--- config.mk ---
export PLATFORM = sky130hd
export DESIGN_NAME = lcd_shadow_write_filter_core
export DESIGN_NICKNAME = d
export VERILOG_FILES = /design/src/rtl/lsw_pkg.sv /design/src/rtl/lsw_shadow_ram.sv /design/src/rtl/lcd_shadow_write_filter_core.sv
export SDC_FILE = /design/constraint.sdc
export NUM_CORES = 1
export LEC_CHECK = 0
export ABC_CLOCK_PERIOD_IN_PS = 3000
export BUFFER_PORTS_ARGS = -buffer_cell sky130_fd_sc_hd__buf_2
export CAP_MARGIN = 20
export CORE_MARGIN = 8
export CORE_UTILIZATION = 35
export DETAILED_ROUTE_END_ITERATION = 10
export PLACE_DENSITY = 0.53
export SYNTH_ARGS = -nofsm -noshare
export SYNTH_HDL_FRONTEND = slang
export SYNTH_SLANG_ARGS = --single-unit
export TNS_END_PERCENT = 100
--- constraint.sdc ---
create_clock -name clk -period 3 [get_ports clk]
set_input_delay 0.15 -clock clk [delete_from_list [all_inputs] [get_ports clk]]
set_output_delay 0.15 -clock clk [all_outputs]
set_load 0.05 [all_outputs]
--- src/rtl/lsw_pkg.sv ---
// lsw_pkg: shared codes and constants for the lcd shadow write filter
// used by lsw_shadow_ram and lcd_shadow_write_filter_core; no dependencies
package lsw_pkg;

    // item kinds on the cmd field
    typedef enum logic [1:0] {
        CMD_CLEAR = 2'd0,
        CMD_GOTO  = 2'd1,
        CMD_PUTC  = 2'd2,
        CMD_ENDL  = 2'd3
    } cmd_t;

    // register select values on the display bus
    localparam logic RS_INSTR = 1'b0;
    localparam logic RS_DATA  = 1'b1;

    // display controller bytes
    localparam logic [7:0] CLEAR_INSTR = 8'h01;
    localparam logic [7:0] SET_ADDR    = 8'h80;
    localparam logic [7:0] SPACE_CHAR  = 8'h20;

    // cursor layout: bit 6 line, bits 5..0 column
    localparam int         CURSOR_W = 7;
    localparam logic [6:0] LINE_BIT = 7'h40;

    // words returned per item at most
    localparam int MAX_RESULTS = 40;
    localparam int CNT_W       = $clog2(MAX_RESULTS + 1);

    // default screen width
    localparam int COLUMNS_DEFAULT = 20;

endpackage

--- src/rtl/lsw_shadow_ram.sv ---
// lsw_shadow_ram: shadow copy of the screen, one write and one read port
// read data registered; uses lsw_pkg
module lsw_shadow_ram #(
    parameter int DEPTH = 2 * lsw_pkg::COLUMNS_DEFAULT,
    parameter int AW    = $clog2(DEPTH)
) (
    input  logic          clk,
    input  logic          we,
    input  logic [AW-1:0] waddr,
    input  logic [7:0]    wdata,
    input  logic          re,
    input  logic [AW-1:0] raddr,
    output logic [7:0]    rdata
);
    import lsw_pkg::*;

    logic [7:0] mem [DEPTH];
    logic [7:0] rdata_reg;

    // write port
    always_ff @(posedge clk)
    begin
        if (we)
        begin
            mem[waddr] <= wdata;
        end
    end

    // registered read port
    always_ff @(posedge clk)
    begin
        if (re)
        begin
            rdata_reg <= mem[raddr];
        end
    end

    assign rdata = rdata_reg;

endmodule

--- src/rtl/lcd_shadow_write_filter_core.sv ---
// lcd_shadow_write_filter_core: character display front end with shadow screen
// depends on lsw_pkg and lsw_shadow_ram
//
//   channel | handshake               | payload
//   --------+-------------------------+--------------------------------
//   in      | in_valid / in_stall     | cmd, char_code, column, line
//   out     | out_valid / out_stall   | reg_select, bus_byte, last
//
// goto only moves the cursor; put character skips an unchanged cell and rewrites a changed one;
// end of line walks unchanged and rewritten cells the same way; clear also sweeps the shadow.
// every character step reads and compares a shadow ram cell, and writes it back when it differs.
// after reset a clearing pass fills the shadow with spaces,
// with in_stall high. a stalled output holds the walk when a word is due;
// one word may wait in the output register while the next item is taken.
module lcd_shadow_write_filter_core #(
    parameter int COLUMNS = lsw_pkg::COLUMNS_DEFAULT
) (
    input  logic                clk,
    input  logic                rst_n,
    input  logic                in_valid,
    output logic                in_stall,
    input  logic [1:0]          cmd,
    input  logic [7:0]          char_code,
    input  logic [5:0]          column,
    input  logic                line,
    output logic                out_valid,
    input  logic                out_stall,
    output logic                reg_select,
    output logic [7:0]          bus_byte,
    output logic                last
);
    import lsw_pkg::*;

    localparam int              DEPTH     = 2 * COLUMNS;
    localparam int              AW        = (DEPTH > 1) ? $clog2(DEPTH) : 1;
    localparam logic [AW-1:0]   ROW1_BASE = AW'(COLUMNS);
    localparam logic [AW-1:0]   SWEEP_END = AW'(DEPTH - 1);
    localparam logic [6:0]      COL_LIMIT = 7'(COLUMNS);
    localparam logic [CNT_W-1:0] CNT_MAX  = CNT_W'(MAX_RESULTS);

    typedef enum logic [2:0] {
        ST_IDLE,
        ST_CLR,
        ST_LOOK,
        ST_DATA,
        ST_FIN
    } state_t;

    state_t                 state_reg;
    logic [CURSOR_W-1:0]    logical_reg;
    logic [CURSOR_W-1:0]    display_reg;
    logic [AW-1:0]          sweep_reg;
    logic [AW-1:0]          idx_reg;
    logic [7:0]             char_reg;
    logic                   endl_reg;
    logic [CNT_W-1:0]       cnt_reg;
    logic                   pend_valid_reg;
    logic                   pend_rs_reg;
    logic [7:0]             pend_byte_reg;
    logic                   out_valid_reg;
    logic                   out_rs_reg;
    logic [7:0]             out_byte_reg;
    logic                   out_last_reg;

    logic                   ram_we;
    logic [AW-1:0]          ram_waddr;
    logic [7:0]             ram_wdata;
    logic                   ram_re;
    logic [AW-1:0]          ram_raddr;
    logic [7:0]             ram_rdata;

    logic [CURSOR_W-1:0]    logical_inc;
    logic [AW-1:0]          cur_idx;
    logic                   col_ok;
    logic                   can_push;
    logic                   may_emit;
    logic                   room;
    logic                   look_differ;
    logic                   need_addr;
    logic                   look_go;
    logic                   data_go;
    logic                   walk_on;
    logic                   in_take;
    cmd_t                   in_cmd;

    // cursor arithmetic and shadow index
    assign logical_inc = logical_reg + 7'd1;
    assign cur_idx     = (logical_reg[6] ? ROW1_BASE : '0) + AW'(logical_reg[5:0]);
    assign col_ok      = {1'b0, logical_reg[5:0]} < COL_LIMIT;
    assign walk_on     = endl_reg && ({1'b0, logical_inc[5:0]} < COL_LIMIT);

    // output side room and result cap
    assign can_push    = !out_valid_reg || !out_stall;
    assign may_emit    = cnt_reg < CNT_MAX;
    assign room        = !pend_valid_reg || can_push;
    assign look_differ = ram_rdata != char_reg;
    assign need_addr   = logical_reg != display_reg;
    assign look_go     = !(look_differ && need_addr && may_emit && !room);
    assign data_go     = !(may_emit && !room);

    assign in_stall = state_reg != ST_IDLE;
    assign in_take  = in_valid && !in_stall;
    assign in_cmd   = cmd_t'(cmd);

    // shadow ram control
    always_comb
    begin
        ram_we    = 1'b0;
        ram_waddr = idx_reg;
        ram_wdata = char_reg;
        ram_re    = 1'b0;
        ram_raddr = idx_reg + AW'(1);
        unique case (state_reg)
            ST_IDLE:
            begin
                ram_raddr = cur_idx;
                ram_re    = in_take && col_ok &&
                            (in_cmd == CMD_PUTC || in_cmd == CMD_ENDL);
            end
            ST_CLR:
            begin
                ram_we    = 1'b1;
                ram_waddr = sweep_reg;
                ram_wdata = SPACE_CHAR;
            end
            ST_LOOK:
            begin
                ram_re = !look_differ && walk_on;
            end
            ST_DATA:
            begin
                ram_we = data_go;
                ram_re = data_go && walk_on;
            end
            ST_FIN:
            begin
                ram_re = 1'b0;
            end
            default:
            begin
                ram_re = 1'b0;
            end
        endcase
    end

    lsw_shadow_ram #(
        .DEPTH (DEPTH),
        .AW    (AW)
    ) u_shadow (
        .clk   (clk),
        .we    (ram_we),
        .waddr (ram_waddr),
        .wdata (ram_wdata),
        .re    (ram_re),
        .raddr (ram_raddr),
        .rdata (ram_rdata)
    );

    // sequencer, pending word and output register
    always_ff @(posedge clk or negedge rst_n)
    begin
        if (!rst_n)
        begin
            state_reg      <= ST_CLR;
            logical_reg    <= '0;
            display_reg    <= '0;
            sweep_reg      <= '0;
            cnt_reg        <= '0;
            pend_valid_reg <= 1'b0;
            out_valid_reg  <= 1'b0;
        end
        else
        begin
            if (out_valid_reg && !out_stall)
            begin
                out_valid_reg <= 1'b0;
            end
            unique case (state_reg)
                ST_IDLE:
                begin
                    if (in_take)
                    begin
                        char_reg <= (in_cmd == CMD_PUTC) ? char_code : SPACE_CHAR;
                        endl_reg <= in_cmd == CMD_ENDL;
                        idx_reg  <= cur_idx;
                        cnt_reg  <= '0;
                        unique case (in_cmd)
                            CMD_CLEAR:
                            begin
                                pend_valid_reg <= 1'b1;
                                pend_rs_reg    <= RS_INSTR;
                                pend_byte_reg  <= CLEAR_INSTR;
                                cnt_reg        <= CNT_W'(1);
                                logical_reg    <= '0;
                                display_reg    <= '0;
                                sweep_reg      <= '0;
                                state_reg      <= ST_CLR;
                            end
                            CMD_GOTO:
                            begin
                                logical_reg <= {line, column};
                            end
                            CMD_PUTC:
                            begin
                                if (col_ok)
                                begin
                                    state_reg <= ST_LOOK;
                                end
                            end
                            CMD_ENDL:
                            begin
                                if (col_ok)
                                begin
                                    state_reg <= ST_LOOK;
                                end
                                else if (!logical_reg[6])
                                begin
                                    logical_reg <= LINE_BIT;
                                end
                            end
                            default:
                            begin
                                state_reg <= ST_IDLE;
                            end
                        endcase
                    end
                end
                ST_CLR:
                begin
                    if (sweep_reg == SWEEP_END)
                    begin
                        state_reg <= ST_FIN;
                    end
                    else
                    begin
                        sweep_reg <= sweep_reg + AW'(1);
                    end
                end
                ST_LOOK:
                begin
                    if (look_differ)
                    begin
                        if (look_go)
                        begin
                            // address word only when the display cursor is elsewhere
                            if (need_addr)
                            begin
                                display_reg <= logical_reg;
                                if (may_emit)
                                begin
                                    if (pend_valid_reg)
                                    begin
                                        out_valid_reg <= 1'b1;
                                        out_rs_reg    <= pend_rs_reg;
                                        out_byte_reg  <= pend_byte_reg;
                                        out_last_reg  <= 1'b0;
                                    end
                                    pend_valid_reg <= 1'b1;
                                    pend_rs_reg    <= RS_INSTR;
                                    pend_byte_reg  <= SET_ADDR | {1'b0, logical_reg};
                                    cnt_reg        <= cnt_reg + CNT_W'(1);
                                end
                            end
                            state_reg <= ST_DATA;
                        end
                    end
                    else
                    begin
                        // cell already holds the character
                        logical_reg <= logical_inc;
                        if (walk_on)
                        begin
                            idx_reg <= idx_reg + AW'(1);
                        end
                        else
                        begin
                            if (endl_reg && !logical_inc[6])
                            begin
                                logical_reg <= LINE_BIT;
                            end
                            state_reg <= ST_FIN;
                        end
                    end
                end
                ST_DATA:
                begin
                    if (data_go)
                    begin
                        if (may_emit)
                        begin
                            if (pend_valid_reg)
                            begin
                                out_valid_reg <= 1'b1;
                                out_rs_reg    <= pend_rs_reg;
                                out_byte_reg  <= pend_byte_reg;
                                out_last_reg  <= 1'b0;
                            end
                            pend_valid_reg <= 1'b1;
                            pend_rs_reg    <= RS_DATA;
                            pend_byte_reg  <= char_reg;
                            cnt_reg        <= cnt_reg + CNT_W'(1);
                        end
                        display_reg <= logical_inc;
                        logical_reg <= logical_inc;
                        if (walk_on)
                        begin
                            idx_reg   <= idx_reg + AW'(1);
                            state_reg <= ST_LOOK;
                        end
                        else
                        begin
                            if (endl_reg && !logical_inc[6])
                            begin
                                logical_reg <= LINE_BIT;
                            end
                            state_reg <= ST_FIN;
                        end
                    end
                end
                ST_FIN:
                begin
                    // flush the held word as the item's final word
                    if (!pend_valid_reg)
                    begin
                        state_reg <= ST_IDLE;
                    end
                    else if (can_push)
                    begin
                        out_valid_reg  <= 1'b1;
                        out_rs_reg     <= pend_rs_reg;
                        out_byte_reg   <= pend_byte_reg;
                        out_last_reg   <= 1'b1;
                        pend_valid_reg <= 1'b0;
                        state_reg      <= ST_IDLE;
                    end
                end
                default:
                begin
                    state_reg <= ST_IDLE;
                end
            endcase
        end
    end

    assign out_valid  = out_valid_reg;
    assign reg_select = out_rs_reg;
    assign bus_byte   = out_byte_reg;
    assign last       = out_last_reg;

    // no word is held back once the block takes items again
    assert property (@(posedge clk) disable iff (!rst_n)
        (state_reg == ST_IDLE) |-> !pend_valid_reg)
        else $error("pending word left over at idle");

    // words per item never pass the cap
    assert property (@(posedge clk) disable iff (!rst_n)
        cnt_reg <= CNT_MAX)
        else $error("result count beyond cap");

    // a data write always follows a compare of the same cell
    assert property (@(posedge clk) disable iff (!rst_n)
        (state_reg == ST_DATA) |-> ($past(state_reg) == ST_LOOK ||
                                    $past(state_reg) == ST_DATA))
        else $error("data step without a preceding compare");

    // the shadow is only walked below its depth
    assert property (@(posedge clk) disable iff (!rst_n)
        (state_reg == ST_LOOK) |-> ({1'b0, idx_reg} < (AW + 1)'(DEPTH)))
        else $error("shadow index out of range");

endmodule

# == Yosys cells after proc, flatten, opt, wreduce, memory -nomap -nowiden ==
# Memories as Yosys holds them, arrays and structs flattened. A register that Yosys moved wholly into a read port is not among the register bits.
# Cells that the tools add are included.
# totals
latchBits,0
input_bits,21
romBits,0
register_bits,65
ramBits,320
mem_count,1
# classes
shifts,0
bitwise,0
n_mux,118
mul,0
n_lt_le_gt_ge,3
eq_ne,31
div_mod_pow,0
addsub,5
n_reduce_logical,42
# mem_list
memory,depth,word_bits,read_ports,rd_ports_with_merged_regs,write_ports,line_no,source
u_shadow.mem,40,8,1,1,1,lsw_shadow_ram.sv:17,logic [7:0] mem [DEPTH];
# op_table
op,n
8-bit 2-to-1 mux,17
6-bit 2-to-1 mux,16
7-bit 2-to-1 mux,12
7-bit case mux with 3 select lines,3
8-bit case mux with 3 select lines,2
1-bit 2-to-1 mux,45
6-bit case mux with 3 select lines,2
3-bit 2-to-1 mux,10
"2-bit inequality test, second input constant",12
7-bit AND reduction,3
"6-bit by 1-bit adder with 6-bit output, second input constant",3
"3-bit inequality test, second input constant",6
8-bit AND reduction,2
1-bit case mux with 3 select lines,5
3-bit case mux with 5 select lines,1
1-bit logical AND,12
"6-bit by 5-bit less-than comparator with 1-bit output, second input constant",2
6-bit case mux with 2 select lines,1
6-bit AND reduction,2
10-bit AND reduction,1
3-bit nonzero test,3
1-bit zero test,8
8-bit inequality test,1
"7-bit by 1-bit adder with 7-bit output, second input constant",1
25 further kinds,29

# == Depth between registers and ports, before layout ==
# logic_depth
depth_word,9
mapped_depth,11
ltp_nobuf,8

# == Cells and area by module ==
# Synthesis repeated with hierarchy kept, for this count alone.
# hier_totals
cells_unflattened,1117
area_unflattened_um2,17062.6
# modules_own_cells
module,area_per_inst_um2,seq_area_each_um2,n_inst,cells_per_inst
lsw_shadow_ram,13070.0,9849.4,1,696
lcd_shadow_write_filter_core,3992.6,1798.0,1,421

# == Worst setup path after synthesis ==
# OpenSTA, ideal clock, no wires.
# synth_timing
kind,register -> register
startpoint,"reg, netlist name logical_reg[0]"
endpoint,"reg idx_reg[0], enable pin"
t_required_ns,2.623
slack_ns,0.298
path_buffers,1
arrival_time_ns,2.325
stages_incl_launch_ff,9
path_cell_list,dfrtp_1 > ha_1 > clkbuf_1 > or2_2 > a32o_1 > o32ai_1 > and2_1 > a21oi_1 > nor3_1
# synth_rtl
item,line_no,source
end signal: assignment,lcd_shadow_write_filter_core.sv:185,idx_reg <= cur_idx;
end signal: assignment,lcd_shadow_write_filter_core.sv:273,idx_reg <= idx_reg + AW'(1);
end signal: assignment,lcd_shadow_write_filter_core.sv:307,idx_reg <= idx_reg + AW'(1);
end: declaration,lcd_shadow_write_filter_core.sv:53,logic [AW-1:0] idx_reg;

# == Worst setup path after layout ==
# layout_timing
startpoint,reg idx_reg[0]
endpoint,reg u_shadow.rdata_reg[6] (netlist: u_shadow.rdata[6]) (read register of u_shadow.mem) (data pin)
# layout_via
elab_chain_cells,2
# layout_lines
item,line_no,source
6-bit by 1-bit adder with 6-bit output,lcd_shadow_write_filter_core.sv:112,ram_raddr = idx_reg + AW'(1);
6-bit 2-to-1 mux,lcd_shadow_write_filter_core.sv:113,unique case (state_reg)
end: declaration,lsw_shadow_ram.sv:18,logic [7:0] rdata_reg;
# No other way between the ends.
# A chain may end at the register's enable or synchronous reset.

==> impl_metrics.ini <==
[floorplanning]
core_mm2 = 0.0510
die_h_um = 242
design.die.area_mm2 = 0.0587
io_pins = 33
die_x_um = 242
num_rows = 83
start_util_pct = 35.2

[routing]
drc_errors = 0
routed_wirelength_mm = 49.0
drt_iter0_drc = 958
vias = 11700
drt_first_pass_iters = 5
ant_nets = 0
wl_per_cell_um = 22.1
viasPerCell = 5.28

[critical_path]
arrival_ns = 3.19
slowest_stage = edfxtp_1
critPathKind = flop to flop
end_kind = flop
path_cells = buf_8, o31a_1, or2_2, buf_12, buf_4, nand2_1, nand2_1, a211oi_2, o221ai_2, buf_4, o211a_1
cp_data_required_time_ns = 3.32
critPathLaunchType = flop
timing.critical_path.buf_inv = 4
cpLargestDelayFamily = buffers and inverters
cp_max_fo = 25
critical_path.max_stage_delay_ns = 0.43

[finish]
fin_nets = 1527
largest-register = u_shadow.mem
largest_reg_flops = 320
multi_input_area_mm2 = 0.00588
drive_gt1_share_pct = 17.6
n_fill_cell = 4700
seqCellArea_mm2 = 0.0117
finalNonFillerCells = 2215
syn_to_final_growth_pct = 18.1

[synthesis]
synth_edf_count = 362
synth_cells = 1367
synth_area_per_cell_um2 = 13.1
synth_xor_area_share_pct = 1.56
ys.warnings.count = 0
netlist_top_cells_count = edfxtp_1 (362), nand2_1 (233), mux2i_1 (104), nor2_1 (81), nand3_1 (73)
syn-num-nets = 1395
synth_top_area_share_pct = 60.6
synth_fa_ha_area_share_pct = 0.488
yosysTopAreaCell = edfxtp_1
synth_compound_area_share_pct = 8.02
yosysMostFrequentCell = edfxtp_1
synth_mux_area_share_pct = 10.2
ys.flop_type = edfxtp_1
seq_area_frac_synth_pct = 65.0
ys_ff_latch = 393
yosysUniqueCellTypes = 65
synth_area_leaders = edfxtp_1 (61%), mux2i_1 (5.8%), nand2_1 (4.9%)
async_reset_ff_share_pct = 7.89
synth_top_family_by_area = simple AND/OR/NAND/NOR gates
synthSimpleGateAreaFrac_pct = 12.3
syn_area_mm2 = 0.0179

[placed_design]
portBuffers = 32
place.gp.congestion = 0.858
dp.cells = 2114
dp_hpwl_mm = 31.2
place_ws_ns = -0.0874

[clocking]
h-tree-depth = 2
cts_buffer_depth = 3
path_clk_slew_ns = 0.06
root_buffer = clkbuf_16
cts_sinks = 393
clkLatencyLatePin_ns = 0.59
cts_tree = built
cts_buffers = 44

[sta]
rsz0062_at_grt = yes
period_share_pct = 95.5
setup-violations-final = 0
worst_slew_pin_slew_ns = 0.978
fin_crit_ns = 2.87
relSlewSlack_pct = 34.8
maxSlewViolCount = 0
worst_slack_ns = 0.134
max_freq_mhz = 349
finClkSkew_ns = 0.0346
final-hold-violation-count = 0

[global_routing]
first_global_vias = 11600
grt_max_degree = 41
overflow = 0
grt_pass1_wl_mm = 74.0
grt_antenna_before_repair = 1
gr-usage-all-layers_pct = 16.3

[job]
cap_violations = 0

[power_and_ir_drop]
leakage_nw = 7.57
p_per_area_mw_per_mm2 = 1070
ir_drop_v = 0.000556

[run_status]
status = finished clean

[worst_hold_path]
hp-class = input port to flop
-- worst register-to-register path: stages (launching register included) --
cell,delay (ns)
edfxtp_1,0.43
buf_8,0.23
o31a_1,0.18
or2_2,0.36
buf_12,0.19
buf_4,0.24
nand2_1,0.09
nand2_1,0.06
a211oi_2,0.32
o221ai_2,0.18
buf_4,0.20
o211a_1,0.13
-- worst paths after layout --
| check | end | slack, ns | cells after the start | start |
|---|---|---|---|---|
| setup / recovery | u_shadow.rdata[6] | 0.13 | 11 | idx_reg[0] |
| hold / removal | endl_reg | 0.05 | 2 | cmd[1] |
| setup reg to reg | u_shadow.rdata[6] | 0.13 | 11 | idx_reg[0] |
| hold reg to reg | bus_byte[0] | 0.42 | 0 | pend_byte_reg[0] |
| max in group asynchronous | state_reg[1] | 2.42 | 3 | rst_n |
| min in group asynchronous | sweep_reg[5] | 0.21 | 3 | rst_n |
-- power by group --
part / total, mW / internal, mW / switching, mW
registers: 7.20 / 6.87 / 0.335
clock network: 5.23 / 2.99 / 2.24
logic: 10.2 / 3.77 / 6.47
total: 22.7 / 13.6 / 9.04
-- cell families after synthesis --
group,Yosys count
simple gates,486
flops,393
compound gates,215
mux,144
buf+inv,90
xor+xnor,32
fa+ha+maj,7
-- stage by stage --
step	power, mW	setup TNS (ns)	hold slack, ns	util (%)	area (um^2)
2_1_floorplan	13.7	0	-0.146	-	17900
3_3_place_gp	17.4	-0.103	0.287	38.3	19600
3_5_place_dp	17.4	-0.0874	0.291	38.4	19600
4_1_cts	22.8	0	0.000965	41.4	21100
5_1_grt	23.9	-0.0220	0.0595	41.5	21200
6_report	22.7	0	0.0502	41.5	21200
-- final cells by class --
cell class	instances	share of cell area [%]
clock buffer	56	5.41
tap	680	4.02
timing repair buffer	166	6.44
multi-input combinational	884	27.8
sequential	393	55.0
inverter	10	0.177
antenna	1	0.0118
clock inverter	25	1.16
-- cell usage in the layout, fill, tap and decap left out, types with 18 or more instances in the layout --
master,instances
a21oi_1,37
a22oi_1,38
buf_2,33
buf_4,102
clkbuf_16,44
dfrtp_1,27
dlygate4sd3_1,18
edfxtp_1,362
mux2i_1,104
mux4_2,30
nand2_1,233
nand3_1,73
nor2_1,80
o21ai_0,47
xnor2_1,20
-- timing repair --
| item | in CTS | in global routing |
|---|---|---|
| hold endpoints to repair | 50 | 0 |
| resized for setup | 1 | 6 |
| hold buffers | 18 | 0 |
| buffers inserted | 0 | 0 |
| setup endpoints to repair | 1 | 14 |
-- metal layers --
metal	vias up	track usage (%)	wire length (um)
met5	-	0	0
met4	0	5.43	1280
met3	77	2.55	2690
met2	347	26.1	22700
met1	5835	22.4	22300
li1	5440	-	-
No activity file was read; power rests on OpenSTA's default activity.
